File: config.mk
export PLATFORM = sky130hd
export DESIGN_NAME = http_chunked_body_decoder_core_flat
export DESIGN_NICKNAME = d
export VERILOG_FILES = /design/src/hdl/hcbd_pkg.sv /design/src/hdl/hcbd_if.sv /design/src/hdl/http_chunked_body_decoder_core.sv /design/src/hdl/hcbd_step.sv /design/src/flat_wrapper.sv
export VERILOG_INCLUDE_DIRS = /design/src /design/src/hdl
export SDC_FILE = /design/constraint.sdc
export NUM_CORES = 1
export LEC_CHECK = 0
export BUFFER_PORTS_ARGS = -buffer_cell sky130_fd_sc_hd__buf_4
export CORE_MARGIN = 3
export CORE_UTILIZATION = 60
export DETAILED_ROUTE_END_ITERATION = 10
export GPL_ROUTABILITY_DRIVEN = 0
export PLACE_DENSITY_LB_ADDON = 0.3
export SYNTH_ARGS = -nofsm -noshare
export SYNTH_HDL_FRONTEND = slang
export SYNTH_SLANG_ARGS = --single-unit
export TNS_END_PERCENT = 100
File: constraint.sdc
create_clock -name clk -period 5.73 [get_ports clk]
set_clock_uncertainty 0.05 [all_clocks]
set_input_delay 0 -clock clk [delete_from_list [all_inputs] [get_ports clk]]
set_output_delay 0 -clock clk [all_outputs]
set_load 0.01 [all_outputs]
File: src/hdl/http_chunked_body_decoder_core_assert.svh
// Assertion macros for the chunked body decoder.
// HCBD_ASSERT checks a property outside reset; HCBD_ASSERT_ALWAYS checks it at every edge.
`ifndef HTTP_CHUNKED_BODY_DECODER_CORE_ASSERT_SVH
`define HTTP_CHUNKED_BODY_DECODER_CORE_ASSERT_SVH

`ifndef SYNTHESIS
`define HCBD_ASSERT(lbl, clk, rst_n, prop, msg) \
  lbl: assert property (@(posedge clk) disable iff (!rst_n) prop) else $error(msg);
`define HCBD_ASSERT_ALWAYS(lbl, clk, prop, msg) \
  lbl: assert property (@(posedge clk) prop) else $error(msg);
`else
`define HCBD_ASSERT(lbl, clk, rst_n, prop, msg)
`define HCBD_ASSERT_ALWAYS(lbl, clk, prop, msg)
`endif

`endif

File: src/hdl/hcbd_pkg.sv
`default_nettype none
package hcbd_pkg;

  localparam int unsigned SIZE_BITS_DEF       = 32;
  localparam int unsigned MAX_SIZE_DIGITS_DEF = 8;
  localparam logic [31:0] MAX_BODY_RST        = 32'd1048576;

  localparam logic [7:0] BYTE_CR  = 8'h0D;
  localparam logic [7:0] BYTE_LF  = 8'h0A;
  localparam logic [7:0] CASE_BIT = 8'h20;

  // decoder phases
  localparam logic [2:0] PH_IDLE    = 3'd0;
  localparam logic [2:0] PH_SIZE    = 3'd1;
  localparam logic [2:0] PH_SIZE_LF = 3'd2;
  localparam logic [2:0] PH_DATA    = 3'd3;
  localparam logic [2:0] PH_DATA_CR = 3'd4;
  localparam logic [2:0] PH_DATA_LF = 3'd5;
  localparam logic [2:0] PH_DONE    = 3'd6;
  localparam logic [2:0] PH_ERROR   = 3'd7;

  // result kinds
  localparam logic [1:0] KIND_FRAMING = 2'd0;
  localparam logic [1:0] KIND_PAYLOAD = 2'd1;
  localparam logic [1:0] KIND_DONE    = 2'd2;
  localparam logic [1:0] KIND_ERROR   = 2'd3;

  // error causes
  localparam logic [2:0] ERR_NONE       = 3'd0;
  localparam logic [2:0] ERR_EMPTY_SIZE = 3'd1;
  localparam logic [2:0] ERR_BAD_CHAR   = 3'd2;
  localparam logic [2:0] ERR_TOO_LONG   = 3'd3;
  localparam logic [2:0] ERR_BUDGET     = 3'd4;
  localparam logic [2:0] ERR_NO_CRLF    = 3'd5;

  typedef struct packed {
    logic [2:0] phase;
    logic       last_zero;
    logic [2:0] err_code;
  } ctl_t;

  typedef struct packed {
    logic [1:0] kind;
    logic [7:0] payload;
    logic       chunk_end;
    logic [2:0] error_cause;
  } res_t;

  // {valid, value}
  function automatic logic [4:0] hex_decode(input logic [7:0] c);
    logic [7:0] l;
    begin
      l = c | CASE_BIT;
      if (c >= 8'h30 && c <= 8'h39) begin
        hex_decode = {1'b1, c[3:0]};
      end else if (l >= 8'h61 && l <= 8'h66) begin
        hex_decode = {1'b1, 4'(l - 8'h57)};
      end else begin
        hex_decode = 5'd0;
      end
    end
  endfunction

endpackage
`default_nettype wire

File: src/hdl/hcbd_if.sv
`default_nettype none
interface hcbd_in_if;
  logic       valid;
  logic       ready;
  logic [7:0] data_byte;
  logic       body_start;
  modport source (output valid, output data_byte, output body_start, input ready);
  modport sink (input valid, input data_byte, input body_start, output ready);
endinterface

interface hcbd_out_if;
  logic       valid;
  logic       ready;
  logic [1:0] kind;
  logic [7:0] payload;
  logic       chunk_end;
  logic [2:0] error_cause;
  modport source (output valid, output kind, output payload, output chunk_end,
                  output error_cause, input ready);
  modport sink (input valid, input kind, input payload, input chunk_end,
                input error_cause, output ready);
endinterface

interface hcbd_cfg_if;
  logic        valid;
  logic        ready;
  logic [31:0] max_body_size;
  modport source (output valid, output max_body_size, input ready);
  modport sink (input valid, input max_body_size, output ready);
endinterface
`default_nettype wire

File: src/hdl/http_chunked_body_decoder_core.sv
// Chunked body decoder: one byte of an HTTP/1.1 chunked body per item, one result item
// per byte. Throughput is one byte per clock unless the output stalls; the result enters
// the output register in the cycle after its byte is accepted. The byte decode and the
// decoder state update happen in the same cycle, so a new byte is taken every clock as long
// as the output register is empty or being drained in the same cycle (in_ch.ready follows
// out_ch.ready when a result is waiting). cfg_ch is always ready; write max_body_size only while idle.
`default_nettype none
`include "http_chunked_body_decoder_core_assert.svh"
module http_chunked_body_decoder_core #(
  parameter int unsigned SIZE_BITS       = hcbd_pkg::SIZE_BITS_DEF,
  parameter int unsigned MAX_SIZE_DIGITS = hcbd_pkg::MAX_SIZE_DIGITS_DEF
) (
  input  logic       clk,
  input  logic       rst_n,
  hcbd_in_if.sink    in_ch,
  hcbd_out_if.source out_ch,
  hcbd_cfg_if.sink   cfg_ch
);
  import hcbd_pkg::*;

  localparam int unsigned DW = $clog2(MAX_SIZE_DIGITS + 1);

  ctl_t                 ctl_r, ctl_nxt;
  logic [SIZE_BITS-1:0] acc_r, acc_nxt;
  logic [DW-1:0]        digits_r, digits_nxt;
  logic [SIZE_BITS-1:0] data_left_r, data_left_nxt;
  logic [31:0]          budget_r, budget_nxt;
  logic [31:0]          max_body_r;
  res_t                 res_r, res_nxt;
  logic                 out_valid_r;
  logic                 in_acc;

  assign in_ch.ready  = !out_valid_r || out_ch.ready;
  assign in_acc       = in_ch.valid && in_ch.ready;
  assign cfg_ch.ready = 1'b1;

  hcbd_step #(
    .SIZE_BITS       (SIZE_BITS),
    .MAX_SIZE_DIGITS (MAX_SIZE_DIGITS),
    .DW              (DW)
  ) u_step (
    .ctl_i       (ctl_r),
    .acc_i       (acc_r),
    .digits_i    (digits_r),
    .data_left_i (data_left_r),
    .budget_i    (budget_r),
    .max_body_i  (max_body_r),
    .data_byte   (in_ch.data_byte),
    .body_start  (in_ch.body_start),
    .ctl_o       (ctl_nxt),
    .acc_o       (acc_nxt),
    .digits_o    (digits_nxt),
    .data_left_o (data_left_nxt),
    .budget_o    (budget_nxt),
    .res_o       (res_nxt)
  );

  always_ff @(posedge clk) begin
    if (!rst_n) begin
      ctl_r       <= '{phase: PH_IDLE, last_zero: 1'b0, err_code: ERR_NONE};
      out_valid_r <= 1'b0;
      max_body_r  <= MAX_BODY_RST;
    end else begin
      if (cfg_ch.valid) begin
        max_body_r <= cfg_ch.max_body_size;
      end
      if (in_acc) begin
        ctl_r       <= ctl_nxt;
        out_valid_r <= 1'b1;
      end else if (out_ch.ready) begin
        out_valid_r <= 1'b0;
      end
    end
  end

  always_ff @(posedge clk) begin
    if (in_acc) begin
      acc_r       <= acc_nxt;
      digits_r    <= digits_nxt;
      data_left_r <= data_left_nxt;
      budget_r    <= budget_nxt;
      res_r       <= res_nxt;
    end
  end

  assign out_ch.valid       = out_valid_r;
  assign out_ch.kind        = res_r.kind;
  assign out_ch.payload     = res_r.payload;
  assign out_ch.chunk_end   = res_r.chunk_end;
  assign out_ch.error_cause = res_r.error_cause;

  `HCBD_ASSERT(a_start_enters_size, clk, rst_n, (in_acc && in_ch.body_start) |=> (ctl_r.phase == PH_SIZE || ctl_r.phase == PH_SIZE_LF || ctl_r.phase == PH_ERROR), "start byte did not enter size line")
  `HCBD_ASSERT(a_err_sticky, clk, rst_n, (out_valid_r && res_r.kind == KIND_ERROR) |-> (ctl_r.phase == PH_ERROR), "error result without error phase")
  `HCBD_ASSERT(a_chunk_end_phase, clk, rst_n, (out_valid_r && res_r.kind == KIND_PAYLOAD && res_r.chunk_end) |-> (ctl_r.phase == PH_DATA_CR), "chunk end not followed by CRLF check")
  `HCBD_ASSERT(a_data_nonzero, clk, rst_n, (ctl_r.phase == PH_DATA) |-> (data_left_r != '0), "data phase with no bytes left")

endmodule
`default_nettype wire

File: src/hdl/hcbd_step.sv
`default_nettype none
module hcbd_step #(
  parameter int unsigned SIZE_BITS       = 32,
  parameter int unsigned MAX_SIZE_DIGITS = 8,
  parameter int unsigned DW              = $clog2(MAX_SIZE_DIGITS + 1)
) (
  input  hcbd_pkg::ctl_t        ctl_i,
  input  logic [SIZE_BITS-1:0]  acc_i,
  input  logic [DW-1:0]         digits_i,
  input  logic [SIZE_BITS-1:0]  data_left_i,
  input  logic [31:0]           budget_i,
  input  logic [31:0]           max_body_i,
  input  logic [7:0]            data_byte,
  input  logic                  body_start,
  output hcbd_pkg::ctl_t        ctl_o,
  output logic [SIZE_BITS-1:0]  acc_o,
  output logic [DW-1:0]         digits_o,
  output logic [SIZE_BITS-1:0]  data_left_o,
  output logic [31:0]           budget_o,
  output hcbd_pkg::res_t        res_o
);
  import hcbd_pkg::*;

  localparam int unsigned CW = (SIZE_BITS > 32) ? SIZE_BITS : 32;

  ctl_t                 ctl;
  logic [SIZE_BITS-1:0] acc;
  logic [DW-1:0]        digits;
  logic [SIZE_BITS-1:0] data_left;
  logic [SIZE_BITS-1:0] dl_dec;
  logic [31:0]          budget;
  logic [4:0]           hex;
  logic [CW-1:0]        acc_w;
  logic [CW-1:0]        bud_w;
  logic                 fail;
  logic [2:0]           fail_cause;

  always_comb begin
    ctl       = ctl_i;
    acc       = acc_i;
    digits    = digits_i;
    data_left = data_left_i;
    budget    = budget_i;
    // start mark reloads everything before the byte is decoded
    if (body_start) begin
      ctl.phase     = PH_SIZE;
      ctl.last_zero = 1'b0;
      ctl.err_code  = ERR_NONE;
      acc           = '0;
      digits        = '0;
      data_left     = '0;
      budget        = max_body_i;
    end

    hex        = hex_decode(data_byte);
    acc_w      = CW'(acc);
    bud_w      = CW'(budget);
    dl_dec     = (data_left != '0) ? data_left - SIZE_BITS'(1) : data_left;
    fail       = 1'b0;
    fail_cause = ERR_NONE;

    ctl_o       = ctl;
    acc_o       = acc;
    digits_o    = digits;
    data_left_o = data_left;
    budget_o    = budget;
    res_o       = '0;

    case (ctl.phase)
      PH_SIZE: begin
        if (data_byte == BYTE_CR) begin
          ctl_o.phase = PH_SIZE_LF;
        end else if (!hex[4]) begin
          fail = 1'b1; fail_cause = ERR_BAD_CHAR;
        end else if (digits >= DW'(MAX_SIZE_DIGITS)) begin
          fail = 1'b1; fail_cause = ERR_TOO_LONG;
        end else if (|acc[SIZE_BITS-1 -: 4]) begin
          // next shift would lose bits
          fail = 1'b1; fail_cause = ERR_TOO_LONG;
        end else begin
          acc_o    = {acc[SIZE_BITS-5:0], hex[3:0]};
          digits_o = digits + DW'(1);
        end
      end
      PH_SIZE_LF: begin
        if (data_byte != BYTE_LF) begin
          fail = 1'b1; fail_cause = ERR_BAD_CHAR;
        end else if (digits == '0) begin
          fail = 1'b1; fail_cause = ERR_EMPTY_SIZE;
        end else if (acc_w > bud_w) begin
          fail = 1'b1; fail_cause = ERR_BUDGET;
        end else begin
          budget_o    = 32'(bud_w - acc_w);
          data_left_o = acc;
          if (acc == '0) begin
            ctl_o.last_zero = 1'b1;
            ctl_o.phase     = PH_DATA_CR;
          end else begin
            ctl_o.phase = PH_DATA;
          end
        end
      end
      PH_DATA: begin
        res_o.kind      = KIND_PAYLOAD;
        res_o.payload   = data_byte;
        res_o.chunk_end = (data_left <= SIZE_BITS'(1));
        data_left_o     = dl_dec;
        if (dl_dec == '0) begin
          ctl_o.phase = PH_DATA_CR;
        end
      end
      PH_DATA_CR: begin
        if (data_byte != BYTE_CR) begin
          fail = 1'b1; fail_cause = ERR_NO_CRLF;
        end else begin
          ctl_o.phase = PH_DATA_LF;
        end
      end
      PH_DATA_LF: begin
        if (data_byte != BYTE_LF) begin
          fail = 1'b1; fail_cause = ERR_NO_CRLF;
        end else if (ctl.last_zero) begin
          ctl_o.phase = PH_DONE;
          res_o.kind  = KIND_DONE;
        end else begin
          acc_o       = '0;
          digits_o    = '0;
          ctl_o.phase = PH_SIZE;
        end
      end
      PH_ERROR: begin
        res_o.kind        = KIND_ERROR;
        res_o.error_cause = ctl.err_code;
      end
      default: begin
      end
    endcase

    if (fail) begin
      ctl_o.phase       = PH_ERROR;
      ctl_o.err_code    = fail_cause;
      res_o             = '0;
      res_o.kind        = KIND_ERROR;
      res_o.error_cause = fail_cause;
    end
  end

endmodule
`default_nettype wire
File: src/flat_wrapper.sv
// flat-port wrapper written by rule: the top's interface ports become plain ports
module http_chunked_body_decoder_core_flat import hcbd_pkg::*;
#(
  parameter int unsigned SIZE_BITS       = hcbd_pkg::SIZE_BITS_DEF,
  parameter int unsigned MAX_SIZE_DIGITS = hcbd_pkg::MAX_SIZE_DIGITS_DEF
)
  (clk, rst_n, in_ch_valid, in_ch_data_byte, in_ch_body_start, in_ch_ready, out_ch_valid, out_ch_kind, out_ch_payload, out_ch_chunk_end, out_ch_error_cause, out_ch_ready, cfg_ch_valid, cfg_ch_max_body_size, cfg_ch_ready);
  hcbd_in_if in_ch_i ();
  hcbd_out_if out_ch_i ();
  hcbd_cfg_if cfg_ch_i ();
  input  logic clk;
  input  logic rst_n;
  input wire logic [$bits(in_ch_i.valid)-1:0] in_ch_valid;
  input wire logic [$bits(in_ch_i.data_byte)-1:0] in_ch_data_byte;
  input wire logic [$bits(in_ch_i.body_start)-1:0] in_ch_body_start;
  output wire logic [$bits(in_ch_i.ready)-1:0] in_ch_ready;
  output wire logic [$bits(out_ch_i.valid)-1:0] out_ch_valid;
  output wire logic [$bits(out_ch_i.kind)-1:0] out_ch_kind;
  output wire logic [$bits(out_ch_i.payload)-1:0] out_ch_payload;
  output wire logic [$bits(out_ch_i.chunk_end)-1:0] out_ch_chunk_end;
  output wire logic [$bits(out_ch_i.error_cause)-1:0] out_ch_error_cause;
  input wire logic [$bits(out_ch_i.ready)-1:0] out_ch_ready;
  input wire logic [$bits(cfg_ch_i.valid)-1:0] cfg_ch_valid;
  input wire logic [$bits(cfg_ch_i.max_body_size)-1:0] cfg_ch_max_body_size;
  output wire logic [$bits(cfg_ch_i.ready)-1:0] cfg_ch_ready;
  assign in_ch_i.valid = in_ch_valid;
  assign in_ch_i.data_byte = in_ch_data_byte;
  assign in_ch_i.body_start = in_ch_body_start;
  assign in_ch_ready = in_ch_i.ready;
  assign out_ch_valid = out_ch_i.valid;
  assign out_ch_kind = out_ch_i.kind;
  assign out_ch_payload = out_ch_i.payload;
  assign out_ch_chunk_end = out_ch_i.chunk_end;
  assign out_ch_error_cause = out_ch_i.error_cause;
  assign out_ch_i.ready = out_ch_ready;
  assign cfg_ch_i.valid = cfg_ch_valid;
  assign cfg_ch_i.max_body_size = cfg_ch_max_body_size;
  assign cfg_ch_ready = cfg_ch_i.ready;
  http_chunked_body_decoder_core #(.SIZE_BITS(SIZE_BITS), .MAX_SIZE_DIGITS(MAX_SIZE_DIGITS)) u_core (.clk(clk), .rst_n(rst_n), .in_ch(in_ch_i), .out_ch(out_ch_i), .cfg_ch(cfg_ch_i));
endmodule
---- Yosys cells after proc, flatten, opt, wreduce, memory -nomap -nowiden ----
Index checks and enable logic that the tools add are counted.
storage, ports and cells
  output and inout bits ................... 17
  logic and storage cells ................. 117
  bits in registers ....................... 154
cells by class
  eq/ne operators ......................... 9
  reductions and logical operators ........ 12
  mux-type cells .......................... 71
  add/sub/neg operators ................... 4
  $lt $le $gt $ge ......................... 7
  bitwise logic cells ..................... 1
operator list
  operator                 count
  $mux W32                 17
  $pmux W32 S2             2
  $logic_not A32 Y1        2
  $mux W3                  18
  $mux W4                  10
  $gt A32 B32 Y1           1
  $le A32 B1 Y1 const B    1
  $reduce_bool A32 Y1      1
  $sub A32 B1 Y32 const B  1
  $sub A32 B32 Y32         1
  $ne A8 B4 Y1 const B     2
  $pmux W3 S5              1
  $mux W1                  13
  $pmux W3 S4              1
  $mux W5                  2
  $eq A3 B3 Y1 const B     3
  $eq A8 B4 Y1 const B     1
  $ge A8 B6 Y1 const B     1
  $ge A8 B7 Y1 const B     1
  $le A8 B6 Y1 const B     1
  $le A8 B7 Y1 const B     1
  $pmux W4 S2              1
  $mux W7                  1
  $eq A3 B2 Y1 const B     2
  other kinds (15)         19

---- Longest topological paths before layout ----
  depth after elaboration ................. 9
  mapped depth ............................ 22
  gate-level depth less buffers ........... 14

---- Cells and area by module ----
From an unflattened synthesis, not the netlist that was laid out.
unflattened totals
  cell total of the unflattened synthesis .. 1128
  area total of the unflattened synthesis .. 10505.1 um2
modules (own cells, without submodules)
  module                          cells each  times used  area each (um2)
  hcbd_step                       873         1           5519.0
  http_chunked_body_decoder_core  255         1           4986.0

---- Worst setup path after synthesis ----
No wires, ideal clock.
  kind .................................... input to register
  start ................................... input port in_ch_body_start
  end ..................................... register u_core.budget_r[14] (data pin)
  stages .................................. 22
  data arrival time ....................... 4.886 ns
  path slack .............................. 0.540 ns
  buffers on the path ..................... 9
  cells stage by stage .................... buf_2 -> buf_2 -> buf_2 -> clkbuf_1 -> clkbuf_1 -> buf_2 -> clkbuf_1 -> buf_1 -> mux2i_1 -> ha_1 -> inv_1 -> fa_1 -> a21oi_1 -> o21ba_2 -> a31oi_1 -> a21oi_1 -> or4b_1 -> and3_1 -> nor3_2 -> buf_2 -> nand4_1 -> o21a_1
between the ends
  word-level cells in the longest chain between the ends .. 6
RTL lines
  item                                                line                                  RTL
  from (decl)                                         flat_wrapper.sv:15                    input wire logic [$bits(in_ch_i.body_start)-1:0] in_ch_body_start;
  $mux W32                                            hcbd_step.sv:45                       if (body_start) begin
  $sub A32 B32 Y32 or $gt A32 B32 Y1 (tied branches)  hcbd_step.sv:93, hcbd_step.sv:90
  $mux W32                                            hcbd_step.sv:90                       end else if (acc_w > bud_w) begin
  $mux W32                                            hcbd_step.sv:88                       end else if (digits == '0) begin
  $mux W32                                            hcbd_step.sv:86                       if (data_byte != BYTE_LF) begin
  $mux W32 *                                          hcbd_step.sv:69                       case (ctl.phase)
  net u_core.budget_nxt[14]                           http_chunked_body_decoder_core.sv:27  logic [31:0] budget_r, budget_nxt;
  to (signal assigned)                                http_chunked_body_decoder_core.sv:81  budget_r <= budget_nxt;
  to (decl)                                           http_chunked_body_decoder_core.sv:27
Mark *: on every way through the listed nets, which the timed path passes. The rest lies on a longest branch.
A chain may end at the register's enable or synchronous reset.

---- Worst setup path after layout ----
  start ................................... register u_core.acc_r[0]
  end ..................................... register u_core.data_left_r[0] (data pin)
between the ends
  word-level cells in the longest chain between the ends .. 6
RTL lines
  item                         line                                  RTL
  from (decl)                  http_chunked_body_decoder_core.sv:24  logic [SIZE_BITS-1:0] acc_r, acc_nxt;
  from (signal assigned)       http_chunked_body_decoder_core.sv:78  acc_r <= acc_nxt;
  $mux W32 *                   hcbd_step.sv:45
  $gt A32 B32 Y1               hcbd_step.sv:90
  $mux W32 *                   hcbd_step.sv:90
  $mux W32 *                   hcbd_step.sv:88
  $mux W32 *                   hcbd_step.sv:86
  $pmux W32 S2 *               hcbd_step.sv:69
  net u_core.data_left_nxt[0]  http_chunked_body_decoder_core.sv:26  logic [SIZE_BITS-1:0] data_left_r, data_left_nxt;
  to (signal assigned)         http_chunked_body_decoder_core.sv:80  data_left_r <= data_left_nxt;
  to (decl)                    http_chunked_body_decoder_core.sv:26
Marked as above.

==> impl_metrics.env <==
export IMPL_status="finished, final reports clean"
export IMPL_num_vias=10200
export IMPL_cp_num_buf_inv=2
export IMPL_clkSinkCount=154
export IMPL_syn_to_final_growth_pct=17.4
export IMPL_irDropWorstVdd_mv=0.232
export IMPL_ctsResizeCount=0
export IMPL_synth_fp_nets=1285
export IMPL_grt_use_met1=0.431
export IMPL_utilization=0.730
export IMPL_start_util=0.622
export IMPL_row_count=48
export IMPL_core_um2=17600
export IMPL_hpwl_um=20400
export IMPL_fin_ws_ns=1.35
export IMPL_hold_path_class="in2reg"
export IMPL_finalSetupViolCount=0
export IMPL_rsz0062_at_grt="no"
export IMPL_slowest_stage="or4b_1"
export IMPL_yosysWarningCount=0
export IMPL_htreeDepth=4
export IMPL_cts_root_buf="clkbuf_16"
export IMPL_drv_slew=0
export IMPL_drive_above_1_share=0.132
export IMPL_fillers=1252
export IMPL_num_antenna_cells=0
export IMPL_cp_start_kind="register"
export IMPL_clockBufferDepth=2
export IMPL_fin_crit_sh=0.765
export IMPL_finalPower_mw=3.35
export IMPL_critPathMaxStageDelay_ns=0.70
export IMPL_crit_path_cell_trace="nand2b_1 -> inv_1 -> ha_1 -> inv_1 -> fa_1 -> a21oi_1 -> o21ba_2 -> a31oi_1 -> a21oi_1 -> or4b_1 -> a31oi_4 -> nor2_1 -> nor2_1 -> o221ai_1"
export IMPL_ant_nets=0
export IMPL_wl_per_cell_um=20.6
export IMPL_firstDrtPassIters=7
export IMPL_synth_most_common_cell="nor2_1"
export IMPL_critPathTopFamily="compound AO/OA/AOI/OAI gates"
export IMPL_cts_buffers_inserted=17
export IMPL_async_flop_share=0
export IMPL_cp_required_ns=5.82
export IMPL_dieArea_um2=19900
export IMPL_crit_fanout=14
export IMPL_busiest_layer="met2"
export IMPL_synth_area_um2=10900
export IMPL_crit_type="reg2reg"
export IMPL_grt_pass1_wl_um=49700
export IMPL_die_h_um=141
export IMPL_chipWidth_um=141
export IMPL_synth_edf_count=114
export IMPL_avgViaCountPerCell=6.66
export IMPL_ioPinCount=63
export IMPL_grt_ovfl_total=0
export IMPL_reg2reg_slack_ns=1.35
export IMPL_synth_top_area_frac=0.313
export IMPL_drtIter0Drc=1292
export IMPL_grt_pass1_vias=9257
export IMPL_syn_avg_cell_area_um2=9.14
export IMPL_drv_cap=0
export IMPL_post_place_ws_ns=1.09
export IMPL_cts_tree="done"
export IMPL_use_met2=0.497
export IMPL_yosysSeqAreaShare=0.386
export IMPL_grt_max_degree=66
export IMPL_tns_ns=0
export IMPL_ys_flop_type="edfxtp_1"
export IMPL_synth_commonest_cells="nor2_1 (116), edfxtp_1 (114), nand2_1 (93)"
export IMPL_fin_crit_ns=4.38
export IMPL_cts_reportedPaths_clkPinSlew_ns=0.07
export IMPL_gr_usage_met3=0.0475
export IMPL_power_density_nw_per_um2=261
export IMPL_antenna_found_initial=0
export IMPL_wl_um=31600
export IMPL_hold_viol_final=0
export IMPL_synth_area_leaders="edfxtp_1 (31%), dfxtp_1 (7.3%), ha_1 (4.7%)"
export IMPL_clock_latency_ns=0.44
export IMPL_drc_errors=0
export IMPL_power_leakage_nw=4.99
export IMPL_timing_hold_ws_ns=0.132
export IMPL_slew_headroom=0.141
export IMPL_port_buffers=61
export IMPL_cts_post_setup_buffers_inserted=0
export IMPL_critPathCaptureType="register"
export IMPL_syn_inst=1197
export IMPL_timing_fmax_mhz=228
export IMPL_yosysUniqueCellTypes=87
export IMPL_tightest_slew_ns=1.29
export IMPL_cp_arrival_ns=4.47
export IMPL_ys_seq_elements=154
export IMPL_yosysTopAreaCell="edfxtp_1"
export IMPL_track_usage=0.312
export IMPL_fin_nets=1384
cell families (layout without fill, tap and decap cells):
kind of cell	Yosys count	count (layout)	share of synthesized area
simple gates	434	434	0.210
compound gates	351	351	0.212
flops	154	154	0.386
buf+inv	100	212	0.0376
mux	82	82	0.0788
fa+ha+maj	42	42	0.0487
xor+xnor	33	33	0.0264
other cells	1	1	0.000343
stage by stage:
step	cell area, um^2	std cells
detailed placement	11500	1428
CTS	12800	1534
global placement	11500	1428
finish	12800	1534
floorplan	10900	1197
global route	12800	1534
worst register-to-register path, cell delays in order (launching register included):
cell      delay [ns]
edfxtp_1        0.37
nand2b_1        0.16
inv_1           0.07
ha_1            0.22
inv_1           0.08
fa_1            0.21
a21oi_1         0.10
o21ba_2         0.24
a31oi_1         0.33
a21oi_1         0.26
or4b_1          0.71
a31oi_4         0.51
nor2_1          0.08
nor2_1          0.44
o221ai_1        0.27
cells in the final DEF (no fill, tap or decap), types with 23 or more instances in the layout:
| master | count |
|---|---|
| dfxtp_1 | 40 |
| mux2i_1 | 49 |
| buf_4 | 77 |
| mux2_2 | 33 |
| edfxtp_1 | 114 |
| nor2b_1 | 48 |
| o21ai_0 | 84 |
| a21oi_1 | 66 |
| o22ai_1 | 44 |
| nor2_1 | 116 |
| nand2b_1 | 41 |
| nand2_1 | 93 |
| inv_1 | 28 |
| ha_1 | 41 |
| dlygate4sd3_1 | 74 |
| nor3_1 | 23 |
final timing paths:
kind	depth (start not counted)	endpoint	from
worst max-delay path	14	u_core.data_left_r[0]	u_core.acc_r[0]
worst min-delay path	3	u_core.max_body_r[4]	cfg_ch_valid
worst max register to register	14	u_core.data_left_r[0]	u_core.acc_r[0]
worst min register to register	2	u_core.ctl_r[0]	u_core.ctl_r[0]
layout make-up:
type,count,area [um^2],area share
Multi-Input combinational cell,943,6320,0.492
Sequential cell,154,4220,0.329
Timing Repair Buffer,151,1320,0.103
Clock buffer,18,429,0.0334
Tap cell,225,282,0.0219
Clock inverter,14,154,0.0120
Inverter,29,109,0.00848
repair_timing:
item / 4_1_cts / 5_1_grt
endpoints found under the setup margin: 0 / 0
hold buffers: 74 / 0
hold endpoints to repair: 49 / 0
flip-flops by register name (all words and copies together) (netlist names):
name	cells
u_core.out_ch.chunk_end	1
u_core.out_ch.kind	2
u_core.max_body_r	32
u_core.ctl_r	7
u_core.data_left_r	32
u_core.out_ch.error_cause	3
u_core.out_ch.payload	8
u_core.out_ch.valid	1
u_core.budget_r	32
u_core.acc_r	32
u_core.digits_r	4
where the power goes:
group / leakage [nW] / internal (mW) / switching (mW)
Combinational: 3.24 / 0.360 / 0.476
Clock: 0.282 / 0.678 / 0.468
Sequential: 1.47 / 1.30 / 0.0757
Total: 4.99 / 2.34 / 1.02
per-layer routing:
| layer | vias to the layer above | routed length, um |
|---|---|---|
| li1 | 4731 | - |
| met1 | 4798 | 13000 |
| met2 | 627 | 14600 |
| met3 | 67 | 2950 |
| met4 | 0 | 1090 |
| met5 | - | 0 |
Power figures use the tool's default switching activity.
